`src/sv/pftr_pkg.sv`:
```
package pftr_pkg;

  // Default geometry
  localparam int unsigned DISPLAY_WIDTH_DEF  = 128;
  localparam int unsigned DISPLAY_HEIGHT_DEF = 64;
  localparam int unsigned GLYPH_WORDS_DEF    = 4096;

  // Field and register widths
  localparam int unsigned FW_W       = 5;
  localparam int unsigned FH_W       = 6;
  localparam int unsigned CFG_IDX_W  = 1;
  localparam int unsigned CFG_DATA_W = 6;
  localparam int unsigned GLYPH_BITS = 16;

  // Glyph index arithmetic: wide enough for (code - 32) * height + row and for 65536
  localparam int unsigned GIDX_W   = 17;
  // Compare width for frame byte addresses (up to 256 columns by 32 pages)
  localparam int unsigned FB_CMP_W = 14;

  localparam logic [7:0]      FIRST_CODE     = 8'd32;
  localparam logic [7:0]      LAST_CODE      = 8'd126;
  localparam logic [FW_W-1:0] FONT_WIDTH_RST  = 5'd7;
  localparam logic [FH_W-1:0] FONT_HEIGHT_RST = 6'd10;

  localparam logic [CFG_IDX_W-1:0] CFG_FONT_WIDTH  = 1'b0;
  localparam logic [CFG_IDX_W-1:0] CFG_FONT_HEIGHT = 1'b1;

  typedef enum logic [2:0] {
    REQ_CLEAR      = 3'd0,
    REQ_FILL       = 3'd1,
    REQ_SET_CURSOR = 3'd2,
    REQ_PIXEL      = 3'd3,
    REQ_CHAR       = 3'd4,
    REQ_LOAD       = 3'd5,
    REQ_READ       = 3'd6
  } pftr_req_e;

  typedef struct packed {
    logic capture;
    logic set_cursor;
    logic adv_cursor;
    logic glyph_we;
    logic sweep;
    logic sweep_ones;
    logic pix_we;
    logic gidx_load;
    logic gidx_sub;
    logic row_next;
    logic col_next;
    logic gly_latch;
    logic rd_latch;
    logic echo_set;
    logic out_load;
  } pftr_cmd_t;

  typedef struct packed {
    pftr_req_e req;
    logic      pix_ok;
    logic      char_ok;
    logic      draw_none;
    logic      gidx_ge;
    logic      col_last;
    logic      row_last;
    logic      sweep_last;
    logic      load_ok;
    logic      read_ok;
    logic      fill_ones;
  } pftr_stat_t;

endpackage

```
`src/sv/pftr_ctrl.sv`:
```
module pftr_ctrl (
  input  logic               clk_i,
  input  logic               rst_ni,
  input  logic               in_valid_i,
  output logic               in_stall_o,
  output logic               out_valid_o,
  input  logic               out_stall_i,
  input  pftr_pkg::pftr_stat_t stat_i,
  output pftr_pkg::pftr_cmd_t  cmd_o
);

  typedef enum logic [3:0] {
    S_INIT,
    S_IDLE,
    S_DISPATCH,
    S_SWEEP,
    S_PIX_WR,
    S_RD_WAIT,
    S_CH_MOD,
    S_CH_ROW,
    S_CH_GLY,
    S_CH_PRD,
    S_CH_PWR,
    S_CH_END,
    S_DONE
  } state_e;

  state_e state_q, state_d;
  logic   out_valid_q, out_valid_d;

  always_comb begin
    state_d = state_q;
    cmd_o   = '0;
    unique case (state_q)
      S_INIT: begin
        cmd_o.sweep = 1'b1;
        if (stat_i.sweep_last) begin
          state_d = S_IDLE;
        end
      end
      S_IDLE: begin
        if (in_valid_i) begin
          cmd_o.capture = 1'b1;
          state_d       = S_DISPATCH;
        end
      end
      S_DISPATCH: begin
        unique case (stat_i.req)
          pftr_pkg::REQ_CLEAR, pftr_pkg::REQ_FILL: state_d = S_SWEEP;
          pftr_pkg::REQ_SET_CURSOR: begin
            cmd_o.set_cursor = 1'b1;
            state_d          = S_DONE;
          end
          pftr_pkg::REQ_PIXEL: state_d = stat_i.pix_ok ? S_PIX_WR : S_DONE;
          pftr_pkg::REQ_CHAR: begin
            if (stat_i.char_ok) begin
              cmd_o.gidx_load = 1'b1;
              state_d         = S_CH_MOD;
            end else begin
              state_d = S_DONE;
            end
          end
          pftr_pkg::REQ_LOAD: begin
            cmd_o.glyph_we = stat_i.load_ok;
            state_d        = S_DONE;
          end
          pftr_pkg::REQ_READ: state_d = S_RD_WAIT;
          default: state_d = S_DONE;
        endcase
      end
      S_SWEEP: begin
        cmd_o.sweep      = 1'b1;
        cmd_o.sweep_ones = stat_i.fill_ones;
        if (stat_i.sweep_last) begin
          state_d = S_DONE;
        end
      end
      S_PIX_WR: begin
        cmd_o.pix_we = 1'b1;
        state_d      = S_DONE;
      end
      S_RD_WAIT: begin
        cmd_o.rd_latch = stat_i.read_ok;
        state_d        = S_DONE;
      end
      S_CH_MOD: begin
        priority if (stat_i.gidx_ge) begin
          cmd_o.gidx_sub = 1'b1;
        end else if (stat_i.draw_none) begin
          state_d = S_CH_END;
        end else begin
          state_d = S_CH_ROW;
        end
      end
      S_CH_ROW: state_d = S_CH_GLY;
      S_CH_GLY: begin
        cmd_o.gly_latch = 1'b1;
        state_d         = S_CH_PWR;
      end
      S_CH_PRD: state_d = S_CH_PWR;
      S_CH_PWR: begin
        cmd_o.pix_we = 1'b1;
        priority if (!stat_i.col_last) begin
          cmd_o.col_next = 1'b1;
          state_d        = S_CH_PRD;
        end else if (!stat_i.row_last) begin
          cmd_o.row_next = 1'b1;
          state_d        = S_CH_ROW;
        end else begin
          state_d = S_CH_END;
        end
      end
      S_CH_END: begin
        cmd_o.adv_cursor = 1'b1;
        cmd_o.echo_set   = 1'b1;
        state_d          = S_DONE;
      end
      S_DONE: begin
        if (!out_valid_q || !out_stall_i) begin
          cmd_o.out_load = 1'b1;
          state_d        = S_IDLE;
        end
      end
      default: state_d = S_IDLE;
    endcase
  end

  always_comb begin
    out_valid_d = out_valid_q && out_stall_i;
    if (cmd_o.out_load) begin
      out_valid_d = 1'b1;
    end
  end

  always_ff @(posedge clk_i or negedge rst_ni) begin
    if (!rst_ni) begin
      state_q     <= S_INIT;
      out_valid_q <= 1'b0;
    end else begin
      state_q     <= state_d;
      out_valid_q <= out_valid_d;
    end
  end

  assign in_stall_o  = (state_q != S_IDLE);
  assign out_valid_o = out_valid_q;

  a_accept_dispatch : assert property (@(posedge clk_i) disable iff (!rst_ni)
    (in_valid_i && !in_stall_o) |=> (state_q == S_DISPATCH))
    else $error("accepted word not dispatched");

  a_done_loads : assert property (@(posedge clk_i) disable iff (!rst_ni)
    (state_q == S_DONE && (!out_valid_q || !out_stall_i)) |=> (out_valid_q && state_q == S_IDLE))
    else $error("finished result not loaded into output register");

  a_pwr_after_read : assert property (@(posedge clk_i) disable iff (!rst_ni)
    (state_q == S_CH_PWR) |-> ($past(state_q) == S_CH_GLY || $past(state_q) == S_CH_PRD))
    else $error("glyph pixel written without a preceding frame read");

endmodule

```
`config.mk`:
```
export PLATFORM = sky130hd
export DESIGN_NAME = pftr_ctrl
export DESIGN_NICKNAME = d
export VERILOG_FILES = /design/src/sv/pftr_pkg.sv /design/src/sv/pftr_ctrl.sv
export SDC_FILE = /design/constraint.sdc
export NUM_CORES = 1
export LEC_CHECK = 0
export BUFFER_PORTS_ARGS = -buffer_cell sky130_fd_sc_hd__clkbuf_2
export CELL_PAD_IN_SITES_DETAIL_PLACEMENT = 0
export CELL_PAD_IN_SITES_GLOBAL_PLACEMENT = 1
export CORE_MARGIN = 8
export CORE_UTILIZATION = 32
export CTS_CLUSTER_SIZE = 24
export DETAILED_ROUTE_END_ITERATION = 10
export PLACE_DENSITY = 0.83
export SYNTH_ARGS = -nofsm -noshare
export SYNTH_HDL_FRONTEND = slang
export SYNTH_SLANG_ARGS = --single-unit
```
`constraint.sdc`:
```
create_clock -name clk_i -period 4 [get_ports clk_i]
set_input_delay 0.2 -clock clk_i [delete_from_list [all_inputs] [get_ports clk_i]]
set_output_delay 0.2 -clock clk_i [all_outputs]
set_load 0.03 [all_outputs]
```
==> results of run 1 <==
==> power by group <==
group	internal (mW)	switching, mW
sequential	0.0683	0.0587
combinational	0.146	0.185
clock	0.0378	0.0222
==> stage by stage <==
step                worst slack [ns]  util (%)  hold WS, ns  cells
floorplan                       1.68         -      -0.0956     83
global placement                2.03      41.7       0.0177    136
detailed placement              2.03      41.7       0.0219    136
CTS                             1.75      43.6        0.249    141
global route                    1.60      43.6        0.268    141
finish                          1.74      43.6        0.246    141
==> registers in the layout (all words and copies together) (netlist names) <==
register	cells
state_q	4
out_valid_o	1
==> kinds of logic (layout without fill, tap and decap cells) <==
logic type | Yosys count | count (layout) | share of synthesized area (%)
AOI/OAI and AO/OA | 20 | 20 | 24.0
DFF | 5 | 5 | 19.5
buffers and inverters | 11 | 42 | 8.38
and+or+nand+nor | 45 | 45 | 44.3
muxes | 2 | 2 | 3.90
==> cell type report <==
class	instances	area (sq um)
sequential	5	125
multi-input combinational	67	463
timing repair buffer	34	175
tap	27	33.8
inverter	4	15.0
fill	222	1080
clock buffer	4	26.3
==> cell usage after synthesis, types with 3 or more instances <==
| library cell | n |
|---|---|
| nor2_1 | 7 |
| a21oi_1 | 6 |
| dfrtp_1 | 5 |
| clkbuf_1 | 3 |
| nand2_1 | 6 |
| nor2b_1 | 3 |
| buf_4 | 3 |
| nor3_1 | 4 |
| inv_1 | 4 |
| nor4b_1 | 3 |
| nand2b_1 | 4 |
==> worst max-delay path, cell delays in order, from the launching register on <==
cell and delay [ns]:
dfrtp_1 0.65, or4b_1 0.55, nor2_1 0.17, nand2_1 0.08, nor3_1 0.13, clkbuf_2 0.23
==> routing by layer <==
metal  vias to the layer above  global-route usage [%]  part of all wire, %
met4                         0                    3.99                  1.2
met5                         -                       0                    0
li1                        373                       -                    -
met1                       321                    11.0                   44
met2                        33                    15.5                   43
met3                         2                    4.45                   11
==> how the worst max path moves through the flow <==
stage	to	cells past startpoint
2_1_floorplan	cmd_o[13]	3
3_3_place_gp	cmd_o[7]	5
3_5_place_dp	cmd_o[7]	5
4_1_cts	cmd_o[7]	5
5_1_grt	cmd_o[7]	5
6_report	cmd_o[7]	5
==> qor.yml, run 1 <==
die_x_microns: 60.8
cp-start-kind: "flop"
syn_area_sq_um: 642
diodes: 0
relSlewSlack_pct: 62.4
yosys_warnings: 0
drt-total-wl_microns: 1800
powerDensity_nw_per_um2: 618
drt_iter0_markers: 14
core.rowCount: 16
area_growth_syn_to_layout_pct: 30.6
tightest_slew_ns: 0.557
vias: 729
slew_viol_final: 0
synth_async_sr_flop_share_pct: 100
synth_edf_count: 0
max_freq_mhz: 443
critical_path_class: "flop to primary output"
setup_viol: 0
synth_top_cell_area_share_pct: 19.5
r2r_slack_ns: 2.00
antenna_found_initial: 0
post_cts_resized: 0
mostFrequentLayoutCell: "clkbuf_2"
r2r_end: "state_q[1]$_DFFE_PN0P_"
synth_seq_area_share_pct: 19.5
hp-class: "input port to flop"
clk_path_buf_depth: 2
cp_max_fo: 19
cts-htree-levels: 1
synth_area_leader_cell: "dfrtp_1"
ys_types: 41
reg2reg_from: "state_q[1]$_DFFE_PN0P_"
fin_setup_tns_ns: 0
place_area_sq_um: 802
status: "finished clean"
max_cap_violations: 0
wl_per_cell_microns: 12.7
clk_pin_slew_ns: 0.05
grt_pass1_wl_microns: 2780
cts.sinks: 5
hold_violations: 0
hp-start: "out_stall_i"
end_kind: "primary output"
holdPathEnd: "out_valid_o$_DFF_PN0_"
grt_pass1_vias: 673
die-area_sq_um: 3690
cp.required_ns: 3.80
ios: 34
p_leak_nw: 0.410
final_area_sq_um: 838
ir_drop_mv: 0.208
grt_max_degree: 20
drtPass1Iterations: 4
final_cell_mix: "33 x clkbuf_2, 7 x nor2_1, 6 x nand2_1, 6 x a21oi_1, 5 x dfrtp_1"
postCtsSetupBuffers: 0
reg2regPathDepth: 4
rsz0062_at_grt: "no"
crit_start: "state_q[1]$_DFFE_PN0P_"
gp_congestion: 0.764
syn-num-nets: 100
chipHeight_microns: 60.8
track_usage_pct: 9.76
ant_nets: 0
ys.flop_type: "dfrtp_1"
dpl.hpwl_microns: 1420
layout.nets: 132
holdPathStages: 3
numPortBuffers: 33
drive_gt1_share_pct: 37.7
power_uw: 518
synthTopCellsByArea: "dfrtp_1 19%, a21oi_1 4.7%, nor2_1 4.1%"
syn_inst: 83
initial_core_util_pct: 33.4
root_buffer: "clkbuf_4"
post-route-drc-count: 0
numCtsBuffers: 3
core_area_sq_um: 1920
hold_buffers: 1
viasPerCell: 5.17
clock_latency_ns: 0.25
overflow: 0
cp.arrival_ns: 2.06
ys_seq_elements: 5
skew_ns: 0.00650
fin_crit_ns: 2.26
avgSynthCellArea_sq_um: 7.73
min_period_over_period_pct: 56.4
cts_tree: "built"
No activity file was read; power rests on OpenSTA's default activity.
==> run 2: changes to the inputs <==
--- a/config.mk
+++ b/config.mk
@@ -9,10 +9,10 @@
 export CELL_PAD_IN_SITES_DETAIL_PLACEMENT = 0
 export CELL_PAD_IN_SITES_GLOBAL_PLACEMENT = 1
 export CORE_MARGIN = 8
-export CORE_UTILIZATION = 32
+export CORE_UTILIZATION = 30
 export CTS_CLUSTER_SIZE = 24
 export DETAILED_ROUTE_END_ITERATION = 10
-export PLACE_DENSITY = 0.83
+export PLACE_DENSITY = 0.79
 export SYNTH_ARGS = -nofsm -noshare
 export SYNTH_HDL_FRONTEND = slang
 export SYNTH_SLANG_ARGS = --single-unit
==> constraint.sdc (replaced) <==
create_clock -name clk_i -period 2.16 [get_ports clk_i]
set_input_delay 0.108 -clock clk_i [delete_from_list [all_inputs] [get_ports clk_i]]
set_output_delay 0.108 -clock clk_i [all_outputs]
set_load 0.03 [all_outputs]
==> qor.yml, run 2 (synthesis gave the netlist of run 1 again) <==
status: "finished clean"
final_cell_mix: "33 x clkbuf_2, 7 x nor2_1, 6 x nand2_1, 6 x a21oi_1"
largest_register_ffs: 4  # unchanged
ant_nets: 0  # unchanged
cts-htree-levels: 1  # unchanged
clk_path_buf_depth: 2  # unchanged
chipHeight_microns: 62.3  # +2.4%
numPortBuffers: 33  # unchanged
hp-class: "input port to flop"
gp_congestion: 0.827  # +8.3%
area_growth_syn_to_layout_pct: 37.2
hold_violations: 0  # unchanged
die-area_sq_um: 3880  # +4.9%
track_usage_pct: 10.4  # +0.62 points
root_buffer: "clkbuf_4"
end_kind: "primary output"
grt_pass1_wl_microns: 3390  # +22%
die_x_microns: 62.3  # +2.4%
fin_ws_ns: 0.161  # -1.58 ns
powerDensity_nw_per_um2: 1160  # +88%
rsz0062_at_grt: "no"
viasPerCell: 5.06  # -2.1%
cp-start-kind: "flop"
wl_per_cell_microns: 13.5  # +5.7%
dpl.hpwl_microns: 1620  # +14%
clock_latency_ns: 0.25  # about the same
postCtsSetupBuffers: 0  # unchanged
max_cap_violations: 0  # unchanged
skew_ns: 0.00182  # -0.00468 ns
fin_setup_tns_ns: 0  # unchanged
grt_pass1_vias: 754  # +12%
setup_viol: 0  # unchanged
relSlewSlack_pct: 68.8  # +6.4 points
cts.sinks: 5  # unchanged
tightest_slew_ns: 0.456  # -0.101 ns
ios: 34  # unchanged
drt_iter0_markers: 26  # +12
grt_max_degree: 16  # -20%
critical_path_class: "flop to primary output"
initial_core_util_pct: 32.4  # -1.0 points
cp_max_fo: 10  # -9
mostFrequentLayoutCell: "clkbuf_2"
post-route-drc-count: 0  # unchanged
vias: 734  # +0.69%
core_area_sq_um: 1980  # +3.1%
drt-total-wl_microns: 1950  # +8.7%
clk_pin_slew_ns: 0.04  # about the same
diodes: 0  # unchanged
p_leak_nw: 0.431  # +5.1%
fin_util_pct: 44.4  # +0.82 points
drive_gt1_share_pct: 43.2  # +5.5 points
slew_viol_final: 0  # unchanged
regMostFlops: "state_q"
fin_crit_ns: 2.00
core.rowCount: 16  # unchanged
overflow: 0  # unchanged
cts_tree: "built"
antenna_found_initial: 0  # unchanged
numCtsBuffers: 3  # unchanged
ir_drop_mv: 0.471  # +130%
cp.arrival_ns: 1.89  # -0.17 ns
timing.hold.ws_ns: 0.161  # -0.0849 ns
cp.required_ns: 2.05  # -1.75 ns
dp_slack_ns: 0.260  # -1.77 ns
layout.nets: 136  # +3.0%
max_freq_mhz: 500
min_period_over_period_pct: 92.5
drtPass1Iterations: 4  # unchanged
==> run 2: cell count changes in the layout (fill, tap and decap cells not counted), sizes merged <==
cell,change
buf,+4
==> run 2: final cells by class <==
| class | count | area, sq um |
|---|---|---|
| Tap cell | 27 | 33.8 |
| Timing Repair Buffer | 38 | 205 |
| Multi-Input combinational cell | 67 | 473 |
| Fill cell | 214 | 1100 |
| Inverter | 4 | 15.0 |
| Clock buffer | 4 | 26.3 |
| Sequential cell | 5 | 128 |
==> run 2: worst max-delay path, stage by stage (launching register included) <==
cell,delay [ns]
dfrtp_2,0.46
or4b_4,0.58
nor2_1,0.15
nand2_1,0.09
nor3_1,0.13
clkbuf_2,0.23
==> run 2: worst paths after layout <==
check,startpoint,to,slack [ns],depth (start not counted)
max,state_q[0]$_DFFE_PN0P_,cmd_o[7],0.16,5
min in group asynchronous,rst_ni,out_valid_o$_DFF_PN0_,0.21,2
max reg2reg,state_q[3]$_DFFE_PN0P_,state_q[1]$_DFFE_PN0P_,0.29,4
max in group asynchronous,rst_ni,state_q[3]$_DFFE_PN0P_,1.80,2
min reg2reg,out_valid_o$_DFF_PN0_,out_valid_o$_DFF_PN0_,0.59,2
min,out_stall_i,out_valid_o$_DFF_PN0_,0.16,3
==> run 2: what timing repair did <==
action / CTS / global route
endpoints found under the setup margin: 0 / 2
hold endpoints to repair: 5 / 0
resized for setup: 0 / 3
hold buffers: 1 / 0
==> run 2: through the flow <==
step | area, sq um | cells | power [mW]
floorplan | 648 | 83 | 0.729
global placement | 838 | 140 | 0.896
detailed placement | 838 | 140 | 0.898
CTS | 875 | 145 | 1.02
global route | 881 | 145 | 1.11
finish | 881 | 145 | 1.02
==> run 2: report_power, final <==
group	leakage [nW]	internal [mW]	switching [mW]	total, mW
sequential	0.0627	0.131	0.0629	0.194
combinational	0.354	0.310	0.407	0.717
clock	0.0150	0.0700	0.0415	0.112
total	0.431	0.511	0.512	1.02
==> run 2: metal layers <==
| metal | vias to the layer above | global-route usage [%] | part of all wire [%] |
|---|---|---|---|
| li1 | 379 | - | - |
| met2 | 24 | 16.3 | 46 |
| met1 | 331 | 12.2 | 47 |
| met5 | - | 0 | 0 |
| met3 | 0 | 4.66 | 7.0 |
| met4 | 0 | 3.42 | 0 |
==> run 3: changes to the inputs <==
==> constraint.sdc (replaced) <==
create_clock -name clk_i -period 2.16 [get_ports clk_i]
set_input_delay 0.108 -clock clk_i [delete_from_list [all_inputs] [get_ports clk_i]]
set_output_delay 0.108 -clock clk_i [all_outputs]
set_load 0.1 [all_outputs]
==> qor.yml, run 3 (synthesis gave the netlist of run 1 again) <==
p_leak_nw: 0.468  # +8.6%
status: "finished clean"
min_period_over_period_pct: 95.5  # +2.9 points
clk_pin_slew_ns: 0.04  # about the same
track_usage_pct: 10.3  # -0.047 points
power_mw: 1.38  # +35%
clk_path_buf_depth: 2  # unchanged
drt_iter0_markers: 12  # -54%
relSlewSlack_pct: 63.5  # -5.3 points
layout.nets: 138  # +1.5%
cp.required_ns: 2.05  # about the same
cts.sinks: 5  # unchanged
cp.arrival_ns: 1.95  # +0.06 ns
regMostFlops: "state_q"
setup_viol: 0  # unchanged
cp_max_fo: 10  # unchanged
hp-class: "input port to flop"
r2r_slack_ns: 0.28  # about the same
numCtsBuffers: 3  # unchanged
r2r_end: "state_q[1]$_DFFE_PN0P_"
cts_tree: "built"
postCtsSetupBuffers: 0  # unchanged
ios: 34  # unchanged
clock_latency_ns: 0.24  # about the same
overflow: 0  # unchanged
crit_end: "cmd_o[7]"
crit_start: "state_q[0]$_DFFE_PN0P_"
largest_register_ffs: 4  # unchanged
chipHeight_microns: 62.3  # unchanged
powerDensity_nw_per_um2: 1360  # +17%
cts-htree-levels: 1  # unchanged
area_growth_syn_to_layout_pct: 58.7
critical_path_class: "flop to primary output"
final_cell_mix: "27 x clkbuf_2, 8 x buf_4, 5 x nand2_1, 5 x a21oi_1"
end_kind: "primary output"
drt-total-wl_microns: 1930  # -1.1%
numPortBuffers: 33  # unchanged
place_area_sq_um: 975  # +16%
grt_pass1_vias: 752  # -0.27%
die_x_microns: 62.3  # unchanged
drive_gt1_share_pct: 52.5  # +9.3 points
dpl.hpwl_microns: 1630  # +0.82%
initial_core_util_pct: 32.4  # unchanged
vias: 744  # +1.4%
ir_drop_mv: 0.914  # +94%
final_area_sq_um: 1020  # +16%
max_freq_mhz: 485  # -3.0%
antenna_found_initial: 0  # unchanged
cp-start-kind: "flop"
wl_per_cell_microns: 13.1  # -2.4%
post-route-drc-count: 0  # unchanged
skew_ns: 0.00303  # +0.00121 ns
fin_crit_ns: 2.06  # +0.0628 ns
gp_congestion: 0.787  # -4.8%
tightest_slew_ns: 0.550  # +0.0935 ns
reg2regPathDepth: 4  # unchanged
ant_nets: 0  # unchanged
seqCellArea_sq_um: 126  # -0.98%
core.rowCount: 16  # unchanged
fillers: 194  # -9.3%
slew_viol_final: 0  # unchanged
core_area_sq_um: 1980  # unchanged
drtPass1Iterations: 4  # unchanged
grt_max_degree: 14  # -2
rsz0062_at_grt: "no"
max_cap_violations: 0  # unchanged
hold_violations: 0  # unchanged
reg2reg_from: "state_q[2]$_DFFE_PN0P_"
diodes: 0  # unchanged
root_buffer: "clkbuf_4"
grt_pass1_wl_microns: 3370  # -0.80%
multiInputGateArea_sq_um: 532  # +12%
viasPerCell: 5.06  # about the same
die-area_sq_um: 3880  # unchanged
mostFrequentLayoutCell: "clkbuf_2"
==> run 3: cell types whose count changed in the layout (fill, tap and decap cells not counted), moves of 3 or more <==
cell / previous run / this run
buf_4: 4 / 8
buf_12: 0 / 4
nor3_1: 4 / 0
clkbuf_2: 33 / 27
nor2_1: 7 / 4
==> run 3: layout make-up <==
type / instances / share of cell area, %
well taps: 27 / 3.32
flip-flops and latches: 5 / 12.4
inverters: 4 / 1.47
multi-input cells: 67 / 52.2
clock buffers: 4 / 2.58
repair buffers: 40 / 28.0
==> run 3: timing repair <==
| item | 4_1_cts | 5_1_grt |
|---|---|---|
| gates resized for setup | 1 | 2 |
| hold endpoints to repair | 5 | 0 |
| hold buffers | 1 | 0 |
| cloned | 0 | 0 |
| setup endpoints to repair | 1 | 2 |
==> run 3: critical path: stages (launching register included) <==
cell     delay [ns]
dfrtp_2        0.47
or4b_4         0.58
nor2_1         0.17
nand2_2        0.12
nor3_4         0.17
buf_12         0.20
==> run 3: where the power goes <==
group	switching, mW	total [mW]	internal (mW)
clock	0.0396	0.110	0.0699
combinational	0.729	1.09	0.356
sequential	0.0588	0.189	0.130
==> run 3: worst min path at each step <==
stage,startpoint,to,slack (ns),cells after the start
CTS,out_stall_i,out_valid_o$_DFF_PN0_,0.18,3
finish,out_stall_i,out_valid_o$_DFF_PN0_,0.18,3
global placement,rst_ni,out_valid_o$_DFF_PN0_,-0.07,1
floorplan,rst_ni,out_valid_o$_DFF_PN0_,-0.19,0
detailed placement,rst_ni,state_q[1]$_DFFE_PN0P_,-0.07,1
global route,rst_ni,out_valid_o$_DFF_PN0_,0.20,2
==> run 3: per-layer routing <==
metal	up-vias	GRT usage (%)	wire, microns
li1	381	-	-
met1	329	11.5	867
met2	30	16.3	909
met3	4	3.05	115
met4	0	7.69	38
met5	-	0	0
==> run 3: through the flow <==
step	TNS, ns	hold slack (ns)	util, %	std cells	setup WS, ns
after floorplan	-1.28	-0.188	-	83	-0.757
after global placement	0	-0.0724	49.2	142	0.290
after detailed placement	0	-0.0720	49.2	142	0.269
after CTS	0	0.175	51.1	147	0.00585
after global routing	0	0.199	51.4	147	0.00751
final	0	0.185	51.4	147	0.0983
